==> src/rtl/core/arwl_pkg.sv <==
`default_nettype none
// ---------------------------------------------------------------------------
// Sharded reader-writer lock package
// Shared types, codes and constants of the lock controller and datapath.
// ---------------------------------------------------------------------------
package arwl_pkg;

  localparam int SLOTS   = 8;
  localparam int SLOT_W  = $clog2(SLOTS);
  localparam int CNT_W   = $clog2(SLOTS + 1);
  localparam int WORD_W  = 32;
  localparam int SUM_W   = WORD_W + SLOT_W;
  localparam int TOTAL_W = SUM_W + 1;
  localparam int EXCL_PROD_W = SUM_W + 8;
  localparam int CALM_PROD_W = WORD_W + 10;
  localparam int BUSY_PROD_W = WORD_W + 8;

  localparam logic [WORD_W-1:0] EXCL_MARK = 32'h8000_0000;

  localparam logic [31:0] MIN_SAMPLES_RST     = 32'd1000;
  localparam logic [7:0]  EXCLUSIVE_RATIO_RST = 8'd10;
  localparam logic [9:0]  CALM_RATIO_RST      = 10'd100;
  localparam logic [7:0]  BUSY_RATIO_RST      = 8'd20;

  typedef enum logic [1:0] {
    CFG_MIN_SAMPLES     = 2'd0,
    CFG_EXCLUSIVE_RATIO = 2'd1,
    CFG_CALM_RATIO      = 2'd2,
    CFG_BUSY_RATIO      = 2'd3
  } cfg_index_t;

  typedef enum logic [1:0] {
    MODE_SH_ACQ = 2'd0,
    MODE_EX_ACQ = 2'd1,
    MODE_SH_REL = 2'd2,
    MODE_EX_REL = 2'd3
  } mode_t;

  typedef enum logic [1:0] {
    ST_GRANTED   = 2'd0,
    ST_WAIT      = 2'd1,
    ST_RELEASED  = 2'd2,
    ST_FREE_SLOT = 2'd3
  } status_t;

  typedef enum logic [2:0] {
    S_IDLE,
    S_EXEC,
    S_SUM,
    S_MULT,
    S_DECIDE,
    S_FINAL
  } state_t;

  typedef struct packed {
    logic    load;
    logic    shacq;
    logic    shrel;
    logic    xacq;
    logic    xrel;
    logic    sum_start;
    logic    sum_step;
    logic    mult;
    logic    decide;
    logic    xfinal;
    logic    finish;
    status_t status;
  } cmd_t;

  typedef struct packed {
    mode_t mode;
    logic  sh_ok;
    logic  rel_ok;
    logic  free_all;
    logic  any_flag;
    logic  sum_last;
  } dp_stat_t;

  function automatic logic [WORD_W-1:0] sat_inc(input logic [WORD_W-1:0] v);
    sat_inc = (v == '1) ? v : v + 1'b1;
  endfunction

endpackage
`default_nettype wire

==> src/rtl/core/arwl_ctrl.sv <==
`default_nettype none
// ---------------------------------------------------------------------------
// Lock controller
// Sequences one request at a time through the datapath and picks the status.
// ---------------------------------------------------------------------------
module arwl_ctrl
  import arwl_pkg::*;
(
  input  logic     clk,
  input  logic     rst,
  input  logic     start,
  output logic     busy,
  input  dp_stat_t stat,
  output cmd_t     cmd
);

  state_t state;
  state_t state_next;

  always_ff @(posedge clk) begin
    if (rst) begin
      state <= S_IDLE;
    end else begin
      state <= state_next;
    end
  end

  always_comb begin
    state_next = state;
    case (state)
      S_IDLE: begin
        if (start) begin
          state_next = S_EXEC;
        end
      end
      S_EXEC: begin
        case (stat.mode)
          MODE_EX_ACQ: state_next = stat.free_all ? S_SUM : S_IDLE;
          MODE_EX_REL: state_next = stat.any_flag ? S_SUM : S_IDLE;
          default:     state_next = S_IDLE;
        endcase
      end
      S_SUM: begin
        if (stat.sum_last) begin
          state_next = S_MULT;
        end
      end
      S_MULT:   state_next = S_DECIDE;
      S_DECIDE: state_next = (stat.mode == MODE_EX_ACQ) ? S_FINAL : S_IDLE;
      S_FINAL:  state_next = S_IDLE;
      default:  state_next = S_IDLE;
    endcase
  end

  always_comb begin
    cmd        = '0;
    cmd.status = ST_WAIT;
    busy       = (state != S_IDLE);
    case (state)
      S_IDLE: begin
        cmd.load = start;
      end
      S_EXEC: begin
        case (stat.mode)
          MODE_SH_ACQ: begin
            cmd.shacq  = 1'b1;
            cmd.finish = 1'b1;
            cmd.status = stat.sh_ok ? ST_GRANTED : ST_WAIT;
          end
          MODE_EX_ACQ: begin
            cmd.xacq      = 1'b1;
            cmd.sum_start = 1'b1;
            cmd.finish    = !stat.free_all;
            cmd.status    = ST_WAIT;
          end
          MODE_SH_REL: begin
            cmd.shrel  = 1'b1;
            cmd.finish = 1'b1;
            cmd.status = stat.rel_ok ? ST_RELEASED : ST_FREE_SLOT;
          end
          default: begin
            cmd.xrel      = 1'b1;
            cmd.sum_start = 1'b1;
            cmd.finish    = !stat.any_flag;
            cmd.status    = ST_FREE_SLOT;
          end
        endcase
      end
      S_SUM: begin
        cmd.sum_step = 1'b1;
      end
      S_MULT: begin
        cmd.mult = 1'b1;
      end
      S_DECIDE: begin
        cmd.decide = 1'b1;
        cmd.finish = (stat.mode != MODE_EX_ACQ);
        cmd.status = ST_RELEASED;
      end
      S_FINAL: begin
        cmd.xfinal = 1'b1;
        cmd.finish = 1'b1;
        cmd.status = ST_GRANTED;
      end
      default: begin
        cmd = '0;
      end
    endcase
  end

endmodule
`default_nettype wire

==> src/rtl/core/arwl_dp.sv <==
`default_nettype none
// ---------------------------------------------------------------------------
// Lock datapath
// Slot counts, statistics, configuration and the resize decision.
// ---------------------------------------------------------------------------
module arwl_dp
  import arwl_pkg::*;
(
  input  logic              clk,
  input  logic              rst,
  input  cmd_t              cmd,
  output dp_stat_t          stat,
  input  logic              cfg_we,
  input  logic [1:0]        cfg_index,
  input  logic [31:0]       cfg_data,
  input  logic [1:0]        mode,
  input  logic [31:0]       requester_id,
  input  logic [2:0]        slot,
  input  logic              after_wait,
  output logic              done,
  output logic [1:0]        status,
  output logic [2:0]        granted_slot,
  output logic [3:0]        active_slots
);

  logic [WORD_W-1:0] slot_count      [SLOTS];
  logic [WORD_W-1:0] exclusive_stat  [SLOTS];
  logic [WORD_W-1:0] shared_stat     [SLOTS];
  logic [WORD_W-1:0] contention_stat [SLOTS];

  logic [CNT_W-1:0]  act;
  logic [WORD_W-1:0] rotation;

  logic [31:0] min_samples;
  logic [7:0]  exclusive_ratio;
  logic [9:0]  calm_ratio;
  logic [7:0]  busy_ratio;

  mode_t             mode_q;
  logic [WORD_W-1:0] rid_q;
  logic [SLOT_W-1:0] slot_q;
  logic              waited_q;

  logic [SLOT_W-1:0]      i;
  logic [SUM_W-1:0]       excl_sum;
  logic [SUM_W-1:0]       shr_sum;
  logic [WORD_W-1:0]      minc;
  logic [TOTAL_W-1:0]     total_q;
  logic [EXCL_PROD_W-1:0] excl_prod;
  logic [CALM_PROD_W-1:0] calm_prod;
  logic [BUSY_PROD_W-1:0] busy_prod;

  status_t           status_q;

  logic [SLOT_W-1:0] act_m1;
  logic [SLOT_W-1:0] idx;
  logic [SLOT_W-1:0] rd_addr;
  logic [SLOT_W-1:0] st_addr;
  logic [WORD_W-1:0] rd_c;
  logic [SLOTS-1:0]  flag_vec;
  logic [SLOTS-1:0]  zero_vec;
  logic [SLOTS-1:0]  act_mask;
  logic              enough;
  logic              shrink;
  logic              grow;
  logic [CNT_W-1:0]  act_new;

  assign act_m1  = SLOT_W'(act - 1'b1);
  assign idx     = (rid_q[SLOT_W-1:0] + rotation[SLOT_W-1:0]) & act_m1;
  assign rd_addr = cmd.shacq ? idx : slot_q;
  assign st_addr = cmd.sum_step ? i : idx;
  assign rd_c    = slot_count[rd_addr];

  always_comb begin
    for (int j = 0; j < SLOTS; j++) begin
      flag_vec[j] = slot_count[j][WORD_W-1];
      zero_vec[j] = (slot_count[j] == '0);
      act_mask[j] = (CNT_W'(j) < act);
    end
  end

  always_comb begin
    enough  = (total_q >= TOTAL_W'(min_samples));
    shrink  = (excl_prod > EXCL_PROD_W'(total_q)) && (calm_prod < CALM_PROD_W'(total_q));
    grow    = (busy_prod > BUSY_PROD_W'(total_q));
    act_new = act;
    if (enough) begin
      if (shrink) begin
        if (act > CNT_W'(1)) begin
          act_new = act >> 1;
        end
      end else if (grow) begin
        if (act < CNT_W'(SLOTS)) begin
          act_new = (act << 1) > CNT_W'(SLOTS) ? CNT_W'(SLOTS) : act << 1;
        end
      end
    end
  end

  assign stat.mode     = mode_q;
  assign stat.sh_ok    = !rd_c[WORD_W-1] && (rd_c[WORD_W-2:0] != '1);
  assign stat.rel_ok   = !rd_c[WORD_W-1] && (rd_c != '0);
  assign stat.free_all = ((zero_vec & act_mask) == act_mask);
  assign stat.any_flag = |flag_vec;
  assign stat.sum_last = (i == act_m1);

  always_ff @(posedge clk) begin
    if (rst) begin
      min_samples     <= MIN_SAMPLES_RST;
      exclusive_ratio <= EXCLUSIVE_RATIO_RST;
      calm_ratio      <= CALM_RATIO_RST;
      busy_ratio      <= BUSY_RATIO_RST;
    end else if (cfg_we) begin
      case (cfg_index_t'(cfg_index))
        CFG_MIN_SAMPLES:     min_samples     <= cfg_data;
        CFG_EXCLUSIVE_RATIO: exclusive_ratio <= cfg_data[7:0];
        CFG_CALM_RATIO:      calm_ratio      <= cfg_data[9:0];
        CFG_BUSY_RATIO:      busy_ratio      <= cfg_data[7:0];
        default:             min_samples     <= min_samples;
      endcase
    end
  end

  always_ff @(posedge clk) begin
    if (cmd.load) begin
      mode_q   <= mode_t'(mode);
      rid_q    <= requester_id;
      slot_q   <= slot;
      waited_q <= after_wait;
    end
    if (cmd.sum_start) begin
      i        <= '0;
      excl_sum <= '0;
      shr_sum  <= '0;
      minc     <= '1;
    end
    if (cmd.sum_step) begin
      i        <= i + 1'b1;
      excl_sum <= excl_sum + SUM_W'(exclusive_stat[i]);
      shr_sum  <= shr_sum + SUM_W'(shared_stat[st_addr]);
      if (contention_stat[st_addr] < minc) begin
        minc <= contention_stat[st_addr];
      end
    end
    if (cmd.mult) begin
      total_q   <= TOTAL_W'(excl_sum) + TOTAL_W'(shr_sum);
      excl_prod <= EXCL_PROD_W'(excl_sum) * EXCL_PROD_W'(exclusive_ratio);
      calm_prod <= CALM_PROD_W'(minc) * CALM_PROD_W'(calm_ratio);
      busy_prod <= BUSY_PROD_W'(minc) * BUSY_PROD_W'(busy_ratio);
    end
    if (cmd.finish) begin
      status_q     <= cmd.status;
      granted_slot <= (cmd.shacq && stat.sh_ok) ? 3'(idx) : 3'd0;
    end
  end

  always_ff @(posedge clk) begin
    if (rst) begin
      for (int j = 0; j < SLOTS; j++) begin
        slot_count[j]      <= '0;
        exclusive_stat[j]  <= '0;
        shared_stat[j]     <= '0;
        contention_stat[j] <= '0;
      end
      act      <= CNT_W'(SLOTS);
      rotation <= '0;
      done     <= 1'b0;
    end else begin
      done <= cmd.finish;
      if (cmd.shacq) begin
        rotation <= rotation + 1'b1;
        if (stat.sh_ok) begin
          slot_count[rd_addr]  <= rd_c + 1'b1;
          shared_stat[st_addr] <= sat_inc(shared_stat[st_addr]);
          if (waited_q) begin
            contention_stat[st_addr] <= sat_inc(contention_stat[st_addr]);
          end
        end
      end
      if (cmd.shrel && stat.rel_ok) begin
        slot_count[rd_addr] <= rd_c - 1'b1;
      end
      if (cmd.xacq && stat.free_all) begin
        for (int j = 0; j < SLOTS; j++) begin
          if (act_mask[j]) begin
            slot_count[j] <= EXCL_MARK;
          end
        end
      end
      if (cmd.xrel) begin
        for (int j = 0; j < SLOTS; j++) begin
          if (flag_vec[j]) begin
            slot_count[j] <= '0;
          end
        end
      end
      if (cmd.decide && (act_new != act)) begin
        act <= act_new;
        for (int j = 0; j < SLOTS; j++) begin
          exclusive_stat[j]  <= '0;
          shared_stat[j]     <= '0;
          contention_stat[j] <= '0;
        end
      end
      if (cmd.xfinal) begin
        for (int j = 0; j < SLOTS; j++) begin
          if (act_mask[j]) begin
            slot_count[j]     <= slot_count[j] | EXCL_MARK;
            exclusive_stat[j] <= sat_inc(exclusive_stat[j]);
            if (waited_q) begin
              contention_stat[j] <= sat_inc(contention_stat[j]);
            end
          end
        end
      end
    end
  end

  assign status       = status_q;
  assign active_slots = 4'(act);

`ifndef SYNTH
  a_act_pow2: assert property (@(posedge clk) disable iff (rst) $onehot(act))
    else $error("Active slot count is not a power of two.");

  a_act_on_decide: assert property (@(posedge clk) disable iff (rst)
    (!$past(rst) && (act != $past(act))) |-> $past(cmd.decide))
    else $error("Active slot count changed outside a resize decision.");

  a_excl_owns_all: assert property (@(posedge clk) disable iff (rst)
    $past(cmd.xfinal) && !$past(rst) |-> ((flag_vec & act_mask) == act_mask))
    else $error("Exclusive grant left an active slot unflagged.");

  a_done_pulse: assert property (@(posedge clk) disable iff (rst) done |=> !done)
    else $error("Result word strobe lasted more than one cycle.");
`endif

endmodule
`default_nettype wire

==> src/rtl/core/adaptive_reader_writer_lock.sv <==
`default_nettype none
// ---------------------------------------------------------------------------
// Adaptive reader-writer lock
// Try-acquire and release of a sharded reader-writer lock with resizing.
// ---------------------------------------------------------------------------
// One request is taken when start is high and busy is low; its result word
// appears on status, granted_slot and active_slots for exactly one cycle with
// done high, and must be captured then. Shared acquires, shared releases,
// refused exclusive acquires and exclusive releases with nothing to free give
// done from the execute state. An exclusive release that frees slots runs
// the statistics sum, the multiply and the resize decision; a granted
// exclusive acquire adds a final state that flags every active slot. The
// statistics sum visits one active slot per cycle. busy drops in the
// cycle done is high, so the next request can be taken then. Configuration
// writes take effect at once and should only be made while the lock is idle.
// ---------------------------------------------------------------------------
module adaptive_reader_writer_lock
  import arwl_pkg::*;
(
  input  logic        clk,
  input  logic        rst,
  input  logic        start,
  output logic        busy,
  input  logic [1:0]  mode,
  input  logic [31:0] requester_id,
  input  logic [2:0]  slot,
  input  logic        after_wait,
  output logic        done,
  output logic [1:0]  status,
  output logic [2:0]  granted_slot,
  output logic [3:0]  active_slots,
  input  logic        cfg_we,
  input  logic [1:0]  cfg_index,
  input  logic [31:0] cfg_data
);

  cmd_t     cmd;
  dp_stat_t stat;

  arwl_ctrl u_ctrl (
    .clk   (clk),
    .rst   (rst),
    .start (start),
    .busy  (busy),
    .stat  (stat),
    .cmd   (cmd)
  );

  arwl_dp u_dp (
    .clk          (clk),
    .rst          (rst),
    .cmd          (cmd),
    .stat         (stat),
    .cfg_we       (cfg_we),
    .cfg_index    (cfg_index),
    .cfg_data     (cfg_data),
    .mode         (mode),
    .requester_id (requester_id),
    .slot         (slot),
    .after_wait   (after_wait),
    .done         (done),
    .status       (status),
    .granted_slot (granted_slot),
    .active_slots (active_slots)
  );

endmodule
`default_nettype wire
==> config.mk <==
export PLATFORM = sky130hd
export DESIGN_NAME = adaptive_reader_writer_lock
export DESIGN_NICKNAME = d
export VERILOG_FILES = /design/src/rtl/core/arwl_pkg.sv /design/src/rtl/core/arwl_ctrl.sv /design/src/rtl/core/arwl_dp.sv /design/src/rtl/core/adaptive_reader_writer_lock.sv
export SDC_FILE = /design/constraint.sdc
export NUM_CORES = 2
export LEC_CHECK = 0
export BUFFER_PORTS_ARGS = -buffer_cell sky130_fd_sc_hd__buf_2
export CAP_MARGIN = 10
export CORE_UTILIZATION = 40
export CTS_CLUSTER_SIZE = 14
export DETAILED_ROUTE_END_ITERATION = 10
export SLEW_MARGIN = 0
export SYNTH_ARGS = -nofsm -noshare
export SYNTH_HDL_FRONTEND = slang
export SYNTH_SLANG_ARGS = --single-unit
==> constraint.sdc <==
create_clock -name clk -period 13.9 [get_ports clk]
set_input_delay 2.78 -clock clk [delete_from_list [all_inputs] [get_ports clk]]
set_output_delay 2.78 -clock clk [all_outputs]
set_load 0.03 [all_outputs]
==> results.cfg <==
[outcome]
outcome = completed

[cts]
numCtsBuffers = 168
h-tree-depth = 4
cts.clk_slew.worst_paths_ps = 60
cts.sinks = 1376
clk_latency_ps = 890
cts_resized = 0
cts_setup_buffers = 0
root_buffer = clkbuf_16
cts_tree = done
clock_path_buffers = 4
cts_hold_buf = 0

[detailed_routing]
first_pass_iters = 6
viasPerCell = 5.89
wl_per_cell_um = 23.6
route.vias.total = 82500
drc = 0
drt_iter0_markers = 8438
wirelength_mm = 330
postRouteAntennaNets = 0

[global_routing]
global_route.overflow_total = 0
grt_pass1_vias = 82500
grt.total_usage_pct = 24.8
grt_max_degree = 95
grt_pass1_wl_mm = 504
antenna_found_initial = 10

[floorplan]
die_y_um = 513
core_area_mm2 = 0.260
io_pins = 87
die_w_um = 513
rows = 187
die_area_mm2 = 0.263
initial_core_util_pct = 40.2

[timing]
slew_violations = 0
relSlewSlack_pct = 13.0
whs_ps = 461
achievable-frequency_ghz = 0.115
fin_tns_setup_ps = 0
period_needed_ps = 8700
finalHoldViolations = 0
fin_crit_sh_pct = 62.6
finalSetupViolations = 0
fin_skew_ps = 131
tightest_slew_ps = 1300
rsz0062_at_grt = no

[synth]
async_flop_share_pct = 0
synthTopCellsByArea = edfxtp_1 (36%), fa_1 (12%), ha_1 (5.9%), nor2_1 (4.1%), nand2_1 (3.9%)
mappedNetlistArea_mm2 = 0.105
syn-instance-count = 10600
avgSynthCellArea_um2 = 9.89
synth_edf_count = 1237
yosys.area.top_type = edfxtp_1
ys_types = 116
synth_ff_type = edfxtp_1
yosysTopAreaCellShare_pct = 35.5
yosysSeqAreaShare_pct = 38.2
synth.net_count = 11800
yosys_warnings = 0
ys_ff_latch = 1376

[cells_and_area]
fin_cells = 14000
final_nets = 11700
area_delta_synth_final_pct = 8.95
drive_gt1_share_pct = 7.09

[worst_setup_path]
path_delay_family = compound AO/OA/AOI/OAI gates
crit_type = flop to flop
critPathBufInv = 5
crit_path_end_kind = flop
rr_endpoint = u_dp.slot_count[1][16]$_DFFE_PP_
rrSetupSlack_ps = 5200
cp-start-kind = flop
cp.required_ps = 14420
crit_fanout = 76
worstReg2RegStart = u_ctrl.state[0]$_SDFFE_PP0P_
arrival_ps = 9220
path_cells = or3b_4 > buf_4 > o21ai_4 > buf_4 > buf_4 > a21boi_0 > o21ai_0 > o2111ai_1 > nor4b_4 > nand4_2 > o21a_1 > buf_4 > xnor2_1 > ha_1 > inv_1 > o21a_1 > or4_1 > o21ai_1 > or4_1 > o21ai_1 > xnor2_1 > nor2_1
rr_worst_depth = 22
max_stage_delay_ps = 960
worst_path_max_delay_cell = xnor2_1
crit_top_cell = buf_4

[min_path]
min_path_type = flop to flop
holdPathEnd = u_dp.min_samples[13]$_SDFFE_PP0P_
holdPathStages = 2
holdCritStartpoint = u_dp.min_samples[13]$_SDFFE_PP0P_

[pwr]
pwr_density_cell_mw_per_mm2 = 194
total_power_mw = 22.0
ir_drop_uv = 583
leakagePower_nw = 44.6

[job]
cap_violations = 0

[placement]
portBuffers = 57
place.gp.congestion = 0.931
dp.cells = 13700
dpl.hpwl_mm = 235
==> sequential cells by signal (all words and copies together), names as in the netlist, 4 cells and up, named ones only <==
signal	cells
u_dp.calm_ratio	10
u_dp.active_slots	4
u_dp.excl_prod	43
u_dp.exclusive_ratio	8
u_dp.exclusive_stat	256
u_dp.total_q	36
u_dp.min_samples	32
u_dp.shr_sum	35
u_dp.minc	32
u_dp.busy_ratio	8
u_dp.calm_prod	42
u_dp.slot_count	256
u_dp.contention_stat	256
u_dp.shared_stat	256
u_dp.excl_sum	35
u_dp.busy_prod	40
==> logic make-up (layout without fill, tap and decap cells) <==
kind of cell / after synthesis / after routing / synth area share (%)
and+or+nand+nor: 4005 / 4005 / 18.4
buffers and inverters: 1400 / 1419 / 5.25
xor gates and xnor gates: 735 / 735 / 6.27
adders and majority gates: 1114 / 1114 / 17.8
DFF: 1376 / 1376 / 38.2
other: 0 / 7 / 0
muxes: 259 / 259 / 3.41
AOI/OAI and AO/OA: 1681 / 1681 / 10.7
==> power breakdown <==
part | leakage (nW) | switching (mW) | internal, mW
registers | 13.6 | 0.274 | 5.23
logic | 28.4 | 7.59 | 4.62
clock network | 2.56 | 1.84 | 2.49
total | 44.6 | 9.70 | 12.3
==> layer usage <==
metal / GRT usage (%) / vias to the layer above / wire (um)
li1: - / 36800 / -
met1: 33.1 / 41300 / 136000
met2: 39.9 / 3760 / 151000
met3: 4.56 / 684 / 30400
met4: 9.06 / 2 / 13100
met5: 0 / - / 11
==> worst reg2reg max path: stages, from the launching register on <==
cell       delay (ps)
dfxtp_1           640
or3b_4            430
buf_4             330
o21ai_4           330
buf_4             450
buf_4             590
a21boi_0          240
o21ai_0           490
o2111ai_1         540
nor4b_4           520
nand4_2           310
o21a_1            280
buf_4             250
xnor2_1           200
ha_1              350
inv_1             140
o21a_1            190
or4_1             450
o21ai_1           280
or4_1             180
o21ai_1            70
xnor2_1           960
nor2_1            110
==> synthesized netlist by cell type (all sizes together) (71+ instances only) <==
library cell	number
and3	214
nand4	156
xnor2	342
nor4	98
nand3	372
nor3	137
fa	620
o22ai	290
nor2	1140
and2	528
dfxtp	139
a21o	147
nand2	1084
o21ai	295
mux4	71
ha	493
edfxtp	1237
clkbuf	361
inv	880
buf	158
mux2i	119
o211ai	122
a21oi	314
xor2	392
==> layout make-up <==
type	count	area, um2
fill	24600	146000
multi-input combinational	7794	59400
sequential	1376	39900
clock buffer	208	4460
tap	3402	4260
inverter	881	3310
timing repair buffer	247	1730
clock inverter	83	749
antenna	7	17.5
==> how the worst max path moves through the flow <==
| stage | start | to | slack [ps] | cells after the start |
|---|---|---|---|---|
| floorplan | rst | u_dp.slot_count[0][28]$_DFFE_PP_ | 7010 | 20 |
| global placement | u_dp.active_slots[0]$_SDFFE_PP0N_ | u_dp.contention_stat[3][3]$_DFFE_PP_ | 5580 | 19 |
| detailed placement | u_dp.active_slots[0]$_SDFFE_PP0N_ | u_dp.contention_stat[3][10]$_DFFE_PP_ | 5510 | 19 |
| CTS | u_ctrl.state[0]$_SDFFE_PP0P_ | u_dp.slot_count[1][16]$_DFFE_PP_ | 5440 | 22 |
| global route | u_ctrl.state[0]$_SDFFE_PP0P_ | u_dp.slot_count[1][16]$_DFFE_PP_ | 4820 | 22 |
| finish | u_ctrl.state[0]$_SDFFE_PP0P_ | u_dp.slot_count[1][16]$_DFFE_PP_ | 5200 | 22 |
==> per-stage QoR <==
stage	util [%]	worst slack, ps	cell area [um2]
4_1_cts	43.8	5440	114000
5_1_grt	43.8	4820	114000
3_3_place_gp	41.8	5580	109000
3_5_place_dp	41.8	5510	109000
2_1_floorplan	-	7010	105000
6_report	43.8	5200	114000
==> placed cells by master (no fill, tap or decap), types with 146 or more instances in the layout <==
master / count
inv_1: 878
nor2_1: 1137
fa_1: 620
o22ai_1: 290
and2_1: 527
nand3_1: 372
ha_1: 493
edfxtp_1: 1237
clkbuf_16: 170
nand2_1: 1075
and3_1: 214
xnor2_1: 329
o21ai_0: 261
buf_4: 190
a21o_1: 146
nand4_1: 154
xor2_1: 391
a21oi_1: 304
(Power assumes the default switching activity.)
